File: config.mk
export PLATFORM = sky130hd
export DESIGN_NAME = utf8_stream_validator_unit
export DESIGN_NICKNAME = d
export VERILOG_FILES = /design/src/utf8sv_pkg.sv /design/src/utf8_stream_validator_unit.sv /design/src/utf8sv_input_stage.sv /design/src/utf8sv_decoder.sv /design/src/utf8sv_output_stage.sv
export SDC_FILE = /design/constraint.sdc
export NUM_CORES = 1
export LEC_CHECK = 0
export BUFFER_PORTS_ARGS = -buffer_cell sky130_fd_sc_hd__buf_2
export CAP_MARGIN = 20
export CORE_MARGIN = 8
export CORE_UTILIZATION = 35
export DETAILED_ROUTE_END_ITERATION = 16
export GPL_TIMING_DRIVEN = 0
export SLEW_MARGIN = 20
export SYNTH_ARGS = -nofsm -noshare
export SYNTH_HDL_FRONTEND = slang
export SYNTH_SLANG_ARGS = --single-unit
File: constraint.sdc
create_clock -name clk_i -period 1.85 [get_ports clk_i]
set_input_delay 0.2775 -clock clk_i [delete_from_list [all_inputs] [get_ports clk_i]]
set_output_delay 0.2775 -clock clk_i [all_outputs]
set_load 0.005 [all_outputs]
File: src/utf8sv_pkg.sv
// ----------------------------------------------------------------------------
// utf8sv_pkg
// Shared types and constants for the UTF-8 stream validator.
// ----------------------------------------------------------------------------
`default_nettype none

package utf8sv_pkg;

  // Verdict codes on encoding_kind
  localparam logic [1:0] KIND_ASCII  = 2'd0;
  localparam logic [1:0] KIND_UTF8   = 2'd1;
  localparam logic [1:0] KIND_SINGLE = 2'd2;

  localparam int unsigned CodeWidth = 21;

  // Lower bounds and upper bound of a decoded code point, by sequence length
  localparam logic [CodeWidth-1:0] MIN_TWO_BYTE   = 21'h00080;
  localparam logic [CodeWidth-1:0] MIN_THREE_BYTE = 21'h00800;
  localparam logic [CodeWidth-1:0] MIN_FOUR_BYTE  = 21'h10000;
  localparam logic [CodeWidth-1:0] MAX_CODE       = 21'h10FFFF;

  // Open sequence length codes
  localparam logic [1:0] SEQ_NONE  = 2'd0;
  localparam logic [1:0] SEQ_TWO   = 2'd1;
  localparam logic [1:0] SEQ_THREE = 2'd2;
  localparam logic [1:0] SEQ_FOUR  = 2'd3;

  // One input item as held in the input register
  typedef struct packed {
    logic [7:0] data_byte;
    logic       byte_present;
    logic       is_last;
  } item_t;

  // Decoder state carried from byte to byte
  typedef struct packed {
    logic [1:0]           bytes_left;
    logic [CodeWidth-1:0] partial_code;
    logic [1:0]           sequence_length;
    logic                 saw_high_byte;
    logic                 failed_flag;
  } dec_state_t;

  // Verdict travelling from the decoder to the output register
  typedef struct packed {
    logic       valid;
    logic [1:0] kind;
  } verdict_t;

endpackage

`default_nettype wire

File: src/utf8_stream_validator_unit.sv
// Path: the last item of a string passes the input register, the decoder and
//   the result register, which holds the verdict until it transfers.
// Throughput: one byte per cycle while the result register can take a last
//   item's verdict, set by the single decode step between the two registers.
// Reset: rst_ni clears both stage valid flags and all decoder state at once.
// ----------------------------------------------------------------------------
// utf8_stream_validator_unit
// Classifies a byte stream as ASCII, valid UTF-8 or single-byte text.
// ----------------------------------------------------------------------------
`default_nettype none

module utf8_stream_validator_unit
  import utf8sv_pkg::*;
(
  input  wire logic       clk_i,
  input  wire logic       rst_ni,
  input  wire logic       in_valid_i,
  output logic            in_ready_o,
  input  wire logic [7:0] data_byte_i,
  input  wire logic       byte_present_i,
  input  wire logic       is_last_i,
  output logic            out_valid_o,
  input  wire logic       out_ready_i,
  output logic [1:0]      encoding_kind_o
);

  item_t    in_item, s1_item;
  logic     s1_valid;
  logic     out_free;
  logic     dn_ready;
  logic     fire;
  verdict_t verdict;

  always_comb begin
    in_item.data_byte    = data_byte_i;
    in_item.byte_present = byte_present_i;
    in_item.is_last      = is_last_i;
  end

  // A non-last item never needs the result register
  assign dn_ready = !s1_item.is_last || out_free;
  assign fire     = s1_valid && dn_ready;

  utf8sv_input_stage u_input (
    .clk_i      (clk_i),
    .rst_ni     (rst_ni),
    .in_valid_i (in_valid_i),
    .in_ready_o (in_ready_o),
    .item_i     (in_item),
    .dn_ready_i (dn_ready),
    .valid_o    (s1_valid),
    .item_o     (s1_item)
  );

  utf8sv_decoder u_decoder (
    .clk_i     (clk_i),
    .rst_ni    (rst_ni),
    .fire_i    (fire),
    .item_i    (s1_item),
    .verdict_o (verdict)
  );

  utf8sv_output_stage u_output (
    .clk_i           (clk_i),
    .rst_ni          (rst_ni),
    .verdict_i       (verdict),
    .free_o          (out_free),
    .out_valid_o     (out_valid_o),
    .out_ready_i     (out_ready_i),
    .encoding_kind_o (encoding_kind_o)
  );

endmodule

`default_nettype wire

File: src/utf8sv_input_stage.sv
// ----------------------------------------------------------------------------
// utf8sv_input_stage
// Input register: captures one item per transfer and holds it until the
// decoder takes it.
// ----------------------------------------------------------------------------
`default_nettype none

module utf8sv_input_stage
  import utf8sv_pkg::*;
(
  input  wire logic  clk_i,
  input  wire logic  rst_ni,
  input  wire logic  in_valid_i,
  output logic       in_ready_o,
  input  wire item_t item_i,
  input  wire logic  dn_ready_i,
  output logic       valid_o,
  output item_t      item_o
);

  logic  valid_q, valid_d;
  item_t item_q;
  logic  advance;

  // Release the held item when downstream can take it
  assign advance    = valid_q && dn_ready_i;
  assign in_ready_o = !valid_q || advance;

  always_comb begin
    valid_d = valid_q;
    if (in_ready_o) begin
      valid_d = in_valid_i;
    end
  end

  always_ff @(posedge clk_i or negedge rst_ni) begin
    if (!rst_ni) begin
      valid_q <= 1'b0;
    end else begin
      valid_q <= valid_d;
    end
  end

  // Load payload on each input transfer
  always_ff @(posedge clk_i) begin
    if (in_valid_i && in_ready_o) begin
      item_q <= item_i;
    end
  end

  assign valid_o = valid_q;
  assign item_o  = item_q;

endmodule

`default_nettype wire

File: src/utf8sv_decoder.sv
// ----------------------------------------------------------------------------
// utf8sv_decoder
// Per-byte UTF-8 checker: updates the sequence state and forms the verdict
// on the last item of a string.
// ----------------------------------------------------------------------------
`default_nettype none

module utf8sv_decoder
  import utf8sv_pkg::*;
(
  input  wire logic  clk_i,
  input  wire logic  rst_ni,
  input  wire logic  fire_i,
  input  wire item_t item_i,
  output verdict_t   verdict_o
);

  dec_state_t state_q, state_d, upd;
  logic [7:0] b;
  logic       seq_ok;
  logic [CodeWidth-1:0] code_next;

  assign b = item_i.data_byte;

  // Shift in six payload bits of a continuation byte
  assign code_next = {state_q.partial_code[CodeWidth-7:0], b[5:0]};

  // Range check of a completed sequence
  always_comb begin
    case (state_q.sequence_length)
      SEQ_TWO:   seq_ok = (code_next >= MIN_TWO_BYTE);
      SEQ_THREE: seq_ok = (code_next >= MIN_THREE_BYTE);
      default:   seq_ok = (code_next >= MIN_FOUR_BYTE) && (code_next <= MAX_CODE);
    endcase
  end

  // Advance the state by one byte
  always_comb begin
    upd = state_q;
    if (item_i.byte_present && !state_q.failed_flag) begin
      if (state_q.bytes_left != 2'd0) begin
        if (b[7:6] != 2'b10) begin
          upd.failed_flag = 1'b1;
        end else begin
          upd.partial_code = code_next;
          upd.bytes_left   = state_q.bytes_left - 2'd1;
          if (state_q.bytes_left == 2'd1) begin
            if (!seq_ok) begin
              upd.failed_flag = 1'b1;
            end
            upd.partial_code    = '0;
            upd.sequence_length = SEQ_NONE;
          end
        end
      end else if (b[7]) begin
        upd.saw_high_byte = 1'b1;
        if (b[7:5] == 3'b110) begin
          upd.partial_code    = {{(CodeWidth-5){1'b0}}, b[4:0]};
          upd.sequence_length = SEQ_TWO;
          upd.bytes_left      = 2'd1;
        end else if (b[7:4] == 4'b1110) begin
          upd.partial_code    = {{(CodeWidth-4){1'b0}}, b[3:0]};
          upd.sequence_length = SEQ_THREE;
          upd.bytes_left      = 2'd2;
        end else if (b[7:3] == 5'b11110) begin
          upd.partial_code    = {{(CodeWidth-3){1'b0}}, b[2:0]};
          upd.sequence_length = SEQ_FOUR;
          upd.bytes_left      = 2'd3;
        end else begin
          upd.failed_flag = 1'b1;
        end
      end
    end
  end

  // Form the verdict; clear the state after the last item
  always_comb begin
    verdict_o.valid = fire_i && item_i.is_last;
    if (upd.failed_flag || (upd.bytes_left != 2'd0)) begin
      verdict_o.kind = KIND_SINGLE;
    end else if (upd.saw_high_byte) begin
      verdict_o.kind = KIND_UTF8;
    end else begin
      verdict_o.kind = KIND_ASCII;
    end

    state_d = state_q;
    if (fire_i) begin
      state_d = item_i.is_last ? '0 : upd;
    end
  end

  always_ff @(posedge clk_i or negedge rst_ni) begin
    if (!rst_ni) begin
      state_q <= '0;
    end else begin
      state_q <= state_d;
    end
  end

endmodule

`default_nettype wire

File: src/utf8sv_output_stage.sv
// ----------------------------------------------------------------------------
// utf8sv_output_stage
// Result register: holds one verdict until the output transfer.
// ----------------------------------------------------------------------------
`default_nettype none

module utf8sv_output_stage
  import utf8sv_pkg::*;
(
  input  wire logic     clk_i,
  input  wire logic     rst_ni,
  input  wire verdict_t verdict_i,
  output logic          free_o,
  output logic          out_valid_o,
  input  wire logic     out_ready_i,
  output logic [1:0]    encoding_kind_o
);

  logic       valid_q, valid_d;
  logic [1:0] kind_q;

  // Free when empty or being drained this cycle
  assign free_o = !valid_q || out_ready_i;

  always_comb begin
    valid_d = valid_q;
    if (free_o) begin
      valid_d = verdict_i.valid;
    end
  end

  always_ff @(posedge clk_i or negedge rst_ni) begin
    if (!rst_ni) begin
      valid_q <= 1'b0;
    end else begin
      valid_q <= valid_d;
    end
  end

  // Load a new verdict
  always_ff @(posedge clk_i) begin
    if (verdict_i.valid && free_o) begin
      kind_q <= verdict_i.kind;
    end
  end

  assign out_valid_o     = valid_q;
  assign encoding_kind_o = kind_q;

endmodule

`default_nettype wire

==> impl_metrics.toml, run 1 <==
[timing]
finalSetupViolations = 2
rsz_0062_raised_after_global_routing = "true"
report.final.hold_viol_count = 0
fin_crit_ns = 1.976
worst_max_slew_pin_slew_ns = 0.5681
fmax_mhz = 506.2
slew_headroom_pct = 61.80
post-route-period-util_pct = 106.8
final-max-slew-violation-count = 0
finalWorstSetupSlack_ns = -0.1256
clock_skew_ns = 0.005114

[floorplan]
floorplan.initialDensity_pct = 36.29
die-width_um = 86.21
coreArea_mm2 = 0.004755
core.rowCount = 25
boundary_pin_count = 18
floorplan.die.height_um = 86.21
die_area_mm2 = 0.007432

[critical_path]
cp.required_ns = 1.88
timing_worst_setup_path_type = "flip-flop to flip-flop"
crit_fanout = 3
critPathLaunchType = "flip-flop"
timing.critical_path.to_type = "flip-flop"
worst_ep_arrival_time_ns = 2.01
ff2ff_setup_slack_ns = -0.13

[synthesis]
postSynth.topFlopCell = "dfrtp_1"
syn_area_per_cell_um2 = 9.916
synth.yosys.seq_area_share_pct = 54.24
yosysTopAreaCellShare_pct = 33.36
yosys.area.top_type = "dfrtp_1"
yosys_register_bits = 35
synthesis.nets = 192
synth-edff-count = 12
ys_async_sr_fraction_pct = 65.71
yosys_warnings = 0
syn_area_mm2 = 0.001725
synthDistinctLibCells = 45
synthCells = 174
yosys-top-cells-area = "dfrtp_1 33%, edfxtp_1 21%, nand2_1 6.5%"

[cts]
numClockSinks = 35
cts_tree = "yes"
clock_insertion_delay_worst_skew_ns = 0.28
tritoncts.num_buffers = 5
clkTransAtPathRegs_ns = 0.07
cts-htree-levels = 2
cts-root-to-sink-buffers = 2
cts-root-buf = "clkbuf_8"

[global_routing]
grt_antenna_before_repair = 0
globalRouteTotalUtil_pct = 10.29
grt_pass1_vias = 1319
grt_max_degree = 24
grt_first_pass_wirelength_um = 6113
grt_overflow_total = 0

[place]
detailedPlacementHpwl_um = 2518
pre_cts_ws_ns = -0.2658
placed_cell_area_mm2 = 0.001896
globalplace.congestion = 0.8269
post-place-cells = 258
buffer_ports.inserted = 17

[drt]
total_routed_wirelength_um = 3667
route.detailed.drc = 0
post_detailed_route_via_to_cell_ratio = 4.883
route.antenna.remaining_nets = 0
dr_total_vias = 1333
detail_route.first_pass.iterations = 4
route.detailed.wl_per_inst_um = 13.43
dr.first_iter.drc_count = 89

[min_path]
hold_path.class = "input port to flip-flop"

[finish]
mostFrequentLayoutCell = "nand2_1"
final_core_utilization_pct = 44.63
area_growth_from_synthesis_to_layout_pct = 22.99
finalNonFillerCells = 273
filler_cell_count = 483
final_area_mm2 = 0.002122
antennaDiodeCount = 0
share_of_final_layout_standard_cells_stronger_than_drive_strength_1_pct = 25.24
final_cell_mix = "30 x nand2_1, 22 x dfrtp_1, 21 x buf_2"
final_nets = 223

[power_and_ir_drop]
combPwrFrac_pct = 22.5
design_power_total_mw = 1.957
power_density_normalized_to_cell_area_mw_per_mm2 = 922.2
leakage_nw = 0.8927
sequentialPowerShare_pct = 46.4
pwr-share-clk_pct = 31.1
p_int_mw = 1.399
power_switching_share_pct = 28.51
power.net_switching_uw = 557.9
ir_drop_uv = 705.7

[outcome]
run_status = "finished with violations"
violated_checks = "negative setup slack"

[flow_run]
drv.max_cap_violation_count = 0
cell type report:
class	instances	area (um2)	area share [%]
flip-flops and latches	35	937.1	44.16
multi-input cells	123	774.5	36.50
repair buffers	24	140.1	6.604
clock buffers	8	101.3	4.776
well taps	67	83.83	3.950
plain buffers	8	55.05	2.594
inverters	8	30.03	1.415
cell usage after synthesis, types with 5 or more instances:
library cell	n
a21oi_1	5
nand3_1	5
dfrtp_1	23
edfxtp_1	12
o21ai_1	5
o21ai_0	18
nor2_1	10
nand2_1	30
nand2b_1	5
inv_1	8
kinds of logic after synthesis:
logic type                 after synthesis  share of synthesized area, %
DFF                                     35                         54.24
xor gates and xnor gates                 1                        0.5077
and+or+nand+nor                         71                         20.81
buffers and inverters                   16                         4.424
adders and majority gates                4                         2.901
AOI/OAI and AO/OA                       47                         17.11
flip-flops by register name, summed over array words and instances, names as in the netlist:
signal / count
u_decoder.code_next: 15
u_input.item_o: 10
u_decoder.state_q: 6
u_output.encoding_kind_o: 2
u_input.valid_o: 1
u_output.out_valid_o: 1
final timing paths:
check                                        start                          end  cells after the start
max in group asynchronous                   rst_ni        u_decoder.state_q[25]                      2
max                        u_decoder.code_next[19]  u_output.encoding_kind_o[1]                      5
min                                 data_byte_i[5]            u_input.item_o[7]                      1
min in group asynchronous                   rst_ni      u_decoder.code_next[13]                      2
min reg2reg                      u_input.item_o[3]       u_decoder.code_next[7]                      1
max reg2reg                u_decoder.code_next[19]  u_output.encoding_kind_o[1]                      5
critical path, stage by stage (launching register included):
cell and delay (ns):
dfrtp_1 0.38, or4_4 0.57, xnor2_2 0.15, o2111ai_2 0.18
o21ai_2 0.08, or3_1 0.35
per-layer routing:
metal  GRT usage [%]  wire length (um)  vias to the layer above
met5               0                 0                        -
met4           4.695                64                        0
met3           2.363               132                        6
met2           16.93              1697                       30
met1           12.49              1772                      615
li1                -                 -                      682
power by group through the flow:
| stage | Clock [mW] | Sequential, mW | Combinational [mW] |
|---|---|---|---|
| floorplan | 0 | 0.914 | 0.249 |
| global placement | 0 | 0.925 | 0.344 |
| detailed placement | 0 | 0.926 | 0.345 |
| CTS | 0.623 | 0.904 | 0.417 |
| global route | 0.653 | 0.914 | 0.482 |
| finish | 0.610 | 0.908 | 0.440 |
through the flow:
stage	hold WS, ns	setup TNS [ns]
final	0.1664	-0.2287
after global routing	0.1538	-0.6043
after CTS	0.1564	-0.2163
after detailed placement	0.2845	-3.308
after global placement	0.2872	-2.916
after floorplan	-0.01809	-0.07466
repair_timing:
action | 4_1_cts | 5_1_grt
hold buffers | 1 | 0
endpoints found under the setup margin | 20 | 18
buffers inserted | 5 | 1
endpoints found under the hold margin | 23 | 0
pin swaps | 5 | 2
resized for setup | 11 | 7
No activity file was read; power rests on OpenSTA's default activity.
==> run 2: changes to the inputs <==
PLACE_DENSITY_LB_ADDON = 0.05   (was not set)
==> impl_metrics.toml, run 2 (synthesis results as in run 1) <==
[drt]
route.detailed.drc = 0
route.detailed.wl_per_inst_um = 13.98
route.antenna.remaining_nets = 0
detail_route.first_pass.iterations = 4
dr_total_vias = 1385
post_detailed_route_via_to_cell_ratio = 5.036
dr.first_iter.drc_count = 58
total_routed_wirelength_um = 3845

[timing]
fmax_mhz = 512.3
clock_skew_ns = 0.008421
report.final.hold_viol_count = 0
rsz_0062_raised_after_global_routing = "true"
finalSetupViolations = 2
final-max-slew-violation-count = 0
timing.hold.ws_ns = 0.1614
finalWorstSetupSlack_ns = -0.1019
post-route-period-util_pct = 105.5
slew_headroom_pct = 63.53
worst_max_slew_pin_slew_ns = 0.5471
fin_crit_ns = 1.952

[critical_path]
crit_fanout = 3
timing_worst_setup_path_type = "flip-flop to flip-flop"
r2r-start = "u_decoder.code_next[17]"
timing.critical_path.to_type = "flip-flop"
cp.required_ns = 1.88
rr_endpoint = "u_output.encoding_kind_o[1]"
ff2ff_path_depth = 5
ff2ff_setup_slack_ns = -0.10
critPathLaunchType = "flip-flop"
worst_ep_arrival_time_ns = 1.98

[global_routing]
grt_pass1_vias = 1360
globalRouteTotalUtil_pct = 11.35
grt_max_degree = 24
grt_antenna_before_repair = 0
grt_first_pass_wirelength_um = 6548
grt_overflow_total = 0

[min_path]
hold_end = "u_input.item_o[5]"
worst_min_path_start = "data_byte_i[3]"
hold_path.class = "input port to flip-flop"
worst_hold_path.num_cells = 1

[power_and_ir_drop]
design_power_total_mw = 1.886
power_density_normalized_to_cell_area_mw_per_mm2 = 877.2
leakage_nw = 0.9028
ir_drop_uv = 337.2

[finish]
largest_reg_flops = 15
final_nets = 225
area_growth_from_synthesis_to_layout_pct = 24.58
mostFrequentLayoutCell = "nand2_1"
share_of_final_layout_standard_cells_stronger_than_drive_strength_1_pct = 26.44
finalNonFillerCells = 275
final_cell_mix = "30 x nand2_1, 22 x dfrtp_1, 21 x buf_2"
filler_cell_count = 491
area.sequential_um2 = 937.1
area_of_combinational_cells_with_multiple_inputs_um2 = 777.0
final_area_mm2 = 0.002150
antennaDiodeCount = 0
regMostFlops = "u_decoder.code_next"

[floorplan]
coreArea_mm2 = 0.004755
boundary_pin_count = 18
die_area_mm2 = 0.007432
floorplan.die.height_um = 86.21
floorplan.initialDensity_pct = 36.29
die-width_um = 86.21
core.rowCount = 25

[place]
post-place-cells = 258
placed_cell_area_mm2 = 0.001896
buffer_ports.inserted = 17
detailedPlacementHpwl_um = 2793
globalplace.congestion = 0.8390

[outcome]
violated_checks = "negative setup slack"
run_status = "finished with violations"

[cts]
tritoncts.num_buffers = 5
clock_insertion_delay_worst_skew_ns = 0.29
cts-root-to-sink-buffers = 2
clkTransAtPathRegs_ns = 0.08
cts-htree-levels = 2
numClockSinks = 35
cts_tree = "yes"
cts-root-buf = "clkbuf_8"

[flow_run]
drv.max_cap_violation_count = 0
[run 2: cell count changes in the layout (fill, tap and decap cells not counted), sizes merged]
cell      change
clkbuf        -3
clkinv        +2
clkinvlp      +1
buf           +2
[run 2: worst max-delay path, cell delays in order, from the launching register on]
cell       delay [ns]
dfrtp_1          0.38
or4_4            0.56
xnor2_2          0.16
o2111ai_2        0.18
o21ai_2          0.10
or3_1            0.31
[run 2: where the power goes]
part | switching (mW) | internal (mW)
clock network | 0.279 | 0.262
logic | 0.243 | 0.194
registers | 0.0416 | 0.865
[run 2: how the worst max path moves through the flow]
stage | start | end | slack [ns] | cells after the start
3_3_place_gp | u_decoder.state_q[25] | u_decoder.code_next[20] | -0.23 | 7
2_1_floorplan | u_decoder.code_next[19] | u_output.encoding_kind_o[1] | -0.07 | 5
3_5_place_dp | u_decoder.state_q[25] | u_decoder.code_next[19] | -0.27 | 7
4_1_cts | u_decoder.code_next[17] | u_output.encoding_kind_o[1] | -0.12 | 5
6_report | u_decoder.code_next[17] | u_output.encoding_kind_o[1] | -0.10 | 5
5_1_grt | u_decoder.code_next[17] | u_output.encoding_kind_o[1] | -0.17 | 5
[run 2: final cells by class]
class	instances	area share, %
multi-input cells	123	36.15
inverters	8	1.397
clock inverters	3	0.9313
flip-flops and latches	35	43.60
clock buffers	5	3.201
well taps	67	3.900
plain buffers	8	2.852
repair buffers	26	7.974
[run 2: metrics by stage]
stage	util, %	setup WS [ns]	TNS (ns)
detailed placement	39.87	-0.2685	-3.523
floorplan	-	-0.07466	-0.07466
global placement	39.87	-0.2315	-3.009
global route	45.21	-0.1688	-0.4866
finish	45.21	-0.1019	-0.1105
CTS	44.45	-0.1151	-0.1393
[run 2: per-layer routing]
metal,vias up,part of all wire [%],GRT usage (%)
met4,0,1.2,4.695
li1,687,-,-
met2,29,46,17.35
met1,665,49,14.41
met5,-,0,0
met3,4,4.0,3.592
[run 2: what timing repair did]
item / CTS / global route
setup buffers: 6 / 2
endpoints found under the hold margin: 23 / 0
setup endpoints to repair: 19 / 20
pin swaps: 10 / 1
hold buffers: 1 / 0
resized for setup: 14 / 8
==> run 3: changes to the inputs <==
CORE_UTILIZATION = 50   (was 35)
==> impl_metrics.toml, run 3 (synthesis results as in run 1) <==
[drt]
route.antenna.remaining_nets = 0
dr.first_iter.drc_count = 50
wl_met2_um = 1685
post_detailed_route_via_to_cell_ratio = 5.417
total_routed_wirelength_um = 3711
route.detailed.drc = 0
detail_route.first_pass.iterations = 4
dr_wl_met3_um = 222
dr_total_vias = 1365
route.detailed.wl_per_inst_um = 14.73
routed.top_layer = "met4"
wirelength_met1_um = 1759

[cts]
clkTransAtPathRegs_ns = 0.11
numClockSinks = 35
cts_tree = "yes"
cts-root-buf = "clkbuf_4"
tritoncts.num_buffers = 5
cts-htree-levels = 2
clock_insertion_delay_worst_skew_ns = 0.35
cts-root-to-sink-buffers = 2

[floorplan]
die_area_mm2 = 0.005587
floorplan.die.height_um = 74.75
die-width_um = 74.75
core.rowCount = 21
boundary_pin_count = 18
coreArea_mm2 = 0.003337
floorplan.initialDensity_pct = 51.71

[timing]
timing.hold.ws_ns = 0.1016
fmax_mhz = 512.3
final-max-slew-violation-count = 0
finalSetupViolations = 3
clock_skew_ns = 0.01622
slew_headroom_pct = 62.43
report.final.hold_viol_count = 0
rsz_0062_raised_after_global_routing = "true"
finalWorstSetupSlack_ns = -0.1020
worst_max_slew_pin_slew_ns = 0.5585
post-route-period-util_pct = 105.5
fin_crit_ns = 1.952

[finish]
finalNonFillerCells = 252
filler_cell_count = 297
final_cell_mix = "30 x nand2_1, 22 x dfrtp_1, 21 x buf_2"
antennaDiodeCount = 0
area_growth_from_synthesis_to_layout_pct = 21.39
final_nets = 223
mostFrequentLayoutCell = "nand2_1"
regMostFlops = "u_decoder.code_next"
largest_reg_flops = 15
share_of_final_layout_standard_cells_stronger_than_drive_strength_1_pct = 26.70

[critical_path]
crit_fanout = 3
worst_ep_arrival_time_ns = 2.05
timing.critical_path.to_type = "flip-flop"
cp.required_ns = 1.95
critPathLaunchType = "flip-flop"
timing_worst_setup_path_type = "flip-flop to flip-flop"

[global_routing]
globalRouteTotalUtil_pct = 14.84
grt_antenna_before_repair = 0
grt_pass1_vias = 1331
grt_max_degree = 24
grt_first_pass_wirelength_um = 6265
grt_overflow_total = 0

[power_and_ir_drop]
ir_drop_uv = 546.2
leakage_nw = 0.8908
power_density_normalized_to_cell_area_mw_per_mm2 = 873.2

[outcome]
violated_checks = "negative setup slack"
run_status = "finished with violations"

[min_path]
hold_path.class = "input port to flip-flop"

[place]
globalplace.congestion = 0.9048
buffer_ports.inserted = 17
pre_cts_ws_ns = -0.3374
detailedPlacementHpwl_um = 2572
post-place-cells = 237

[flow_run]
drv.max_cap_violation_count = 0
[run 3: cell types whose count changed in the layout (fill, tap and decap cells not counted), moves of 2 or more]
cell,before,now
clkbuf_4,1,5
clkbuf_8,5,0
o21ai_1,6,8
o21ai_0,17,15
[run 3: final timing paths]
kind | endpoint | slack [ns] | cells past startpoint | start
min in group asynchronous | u_decoder.code_next[16] | 0.42 | 2 | rst_ni
max in group asynchronous | u_decoder.state_q[25] | 1.03 | 2 | rst_ni
max reg2reg | u_output.encoding_kind_o[1] | -0.10 | 5 | u_decoder.code_next[19]
min | u_input.item_o[4] | 0.10 | 1 | data_byte_i[2]
max | u_output.encoding_kind_o[1] | -0.10 | 5 | u_decoder.code_next[19]
min reg2reg | u_decoder.code_next[8] | 0.48 | 1 | u_input.item_o[4]
[run 3: routing by layer]
| layer | vias to the layer above | global-route usage [%] |
|---|---|---|
| li1 | 690 | - |
| met1 | 628 | 20.08 |
| met2 | 43 | 21.97 |
| met3 | 4 | 4.261 |
| met4 | 0 | 5.217 |
| met5 | - | 0 |
[run 3: worst max-delay path: stages (launching register included)]
cell	delay, ns
dfrtp_1	0.40
or4_4	0.56
xnor2_2	0.16
o2111ai_2	0.19
o21ai_2	0.09
or3_1	0.30
[run 3: metrics by stage]
step	utilization, %	TNS (ns)	power (mW)	cell area, um2
3_5_place_dp	56.02	-3.597	1.272	1869
2_1_floorplan	-	-0.07466	1.163	1727
4_1_cts	61.57	-0.3642	1.815	2054
3_3_place_gp	56.02	-2.406	1.264	1869
6_report	62.77	-0.2252	1.829	2095
5_1_grt	62.77	-0.4248	1.928	2095
[run 3: power breakdown]
part           switching (mW)  internal (mW)  total (mW)
clock                   0.260          0.232       0.492
sequential             0.0429          0.865       0.908
combinational           0.243          0.186       0.430
total                   0.546           1.28        1.83
[run 3: layout make-up]
cell class | instances | area (um2) | area share, %
Sequential cell | 35 | 937.1 | 44.74
Multi-Input combinational cell | 123 | 785.8 | 37.51
Timing Repair Buffer | 25 | 163.9 | 7.826
Clock buffer | 7 | 66.31 | 3.166
Tap cell | 46 | 57.56 | 2.748
Buffer | 7 | 47.55 | 2.270
Inverter | 8 | 30.03 | 1.434
Clock inverter | 1 | 6.256 | 0.2987
[run 3: repair_timing]
action	4_1_cts	5_1_grt
endpoints found under the setup margin	19	20
setup buffers	6	1
gates resized for setup	11	15
endpoints found under the hold margin	23	0
hold buffers	1	0
pin swaps	7	6
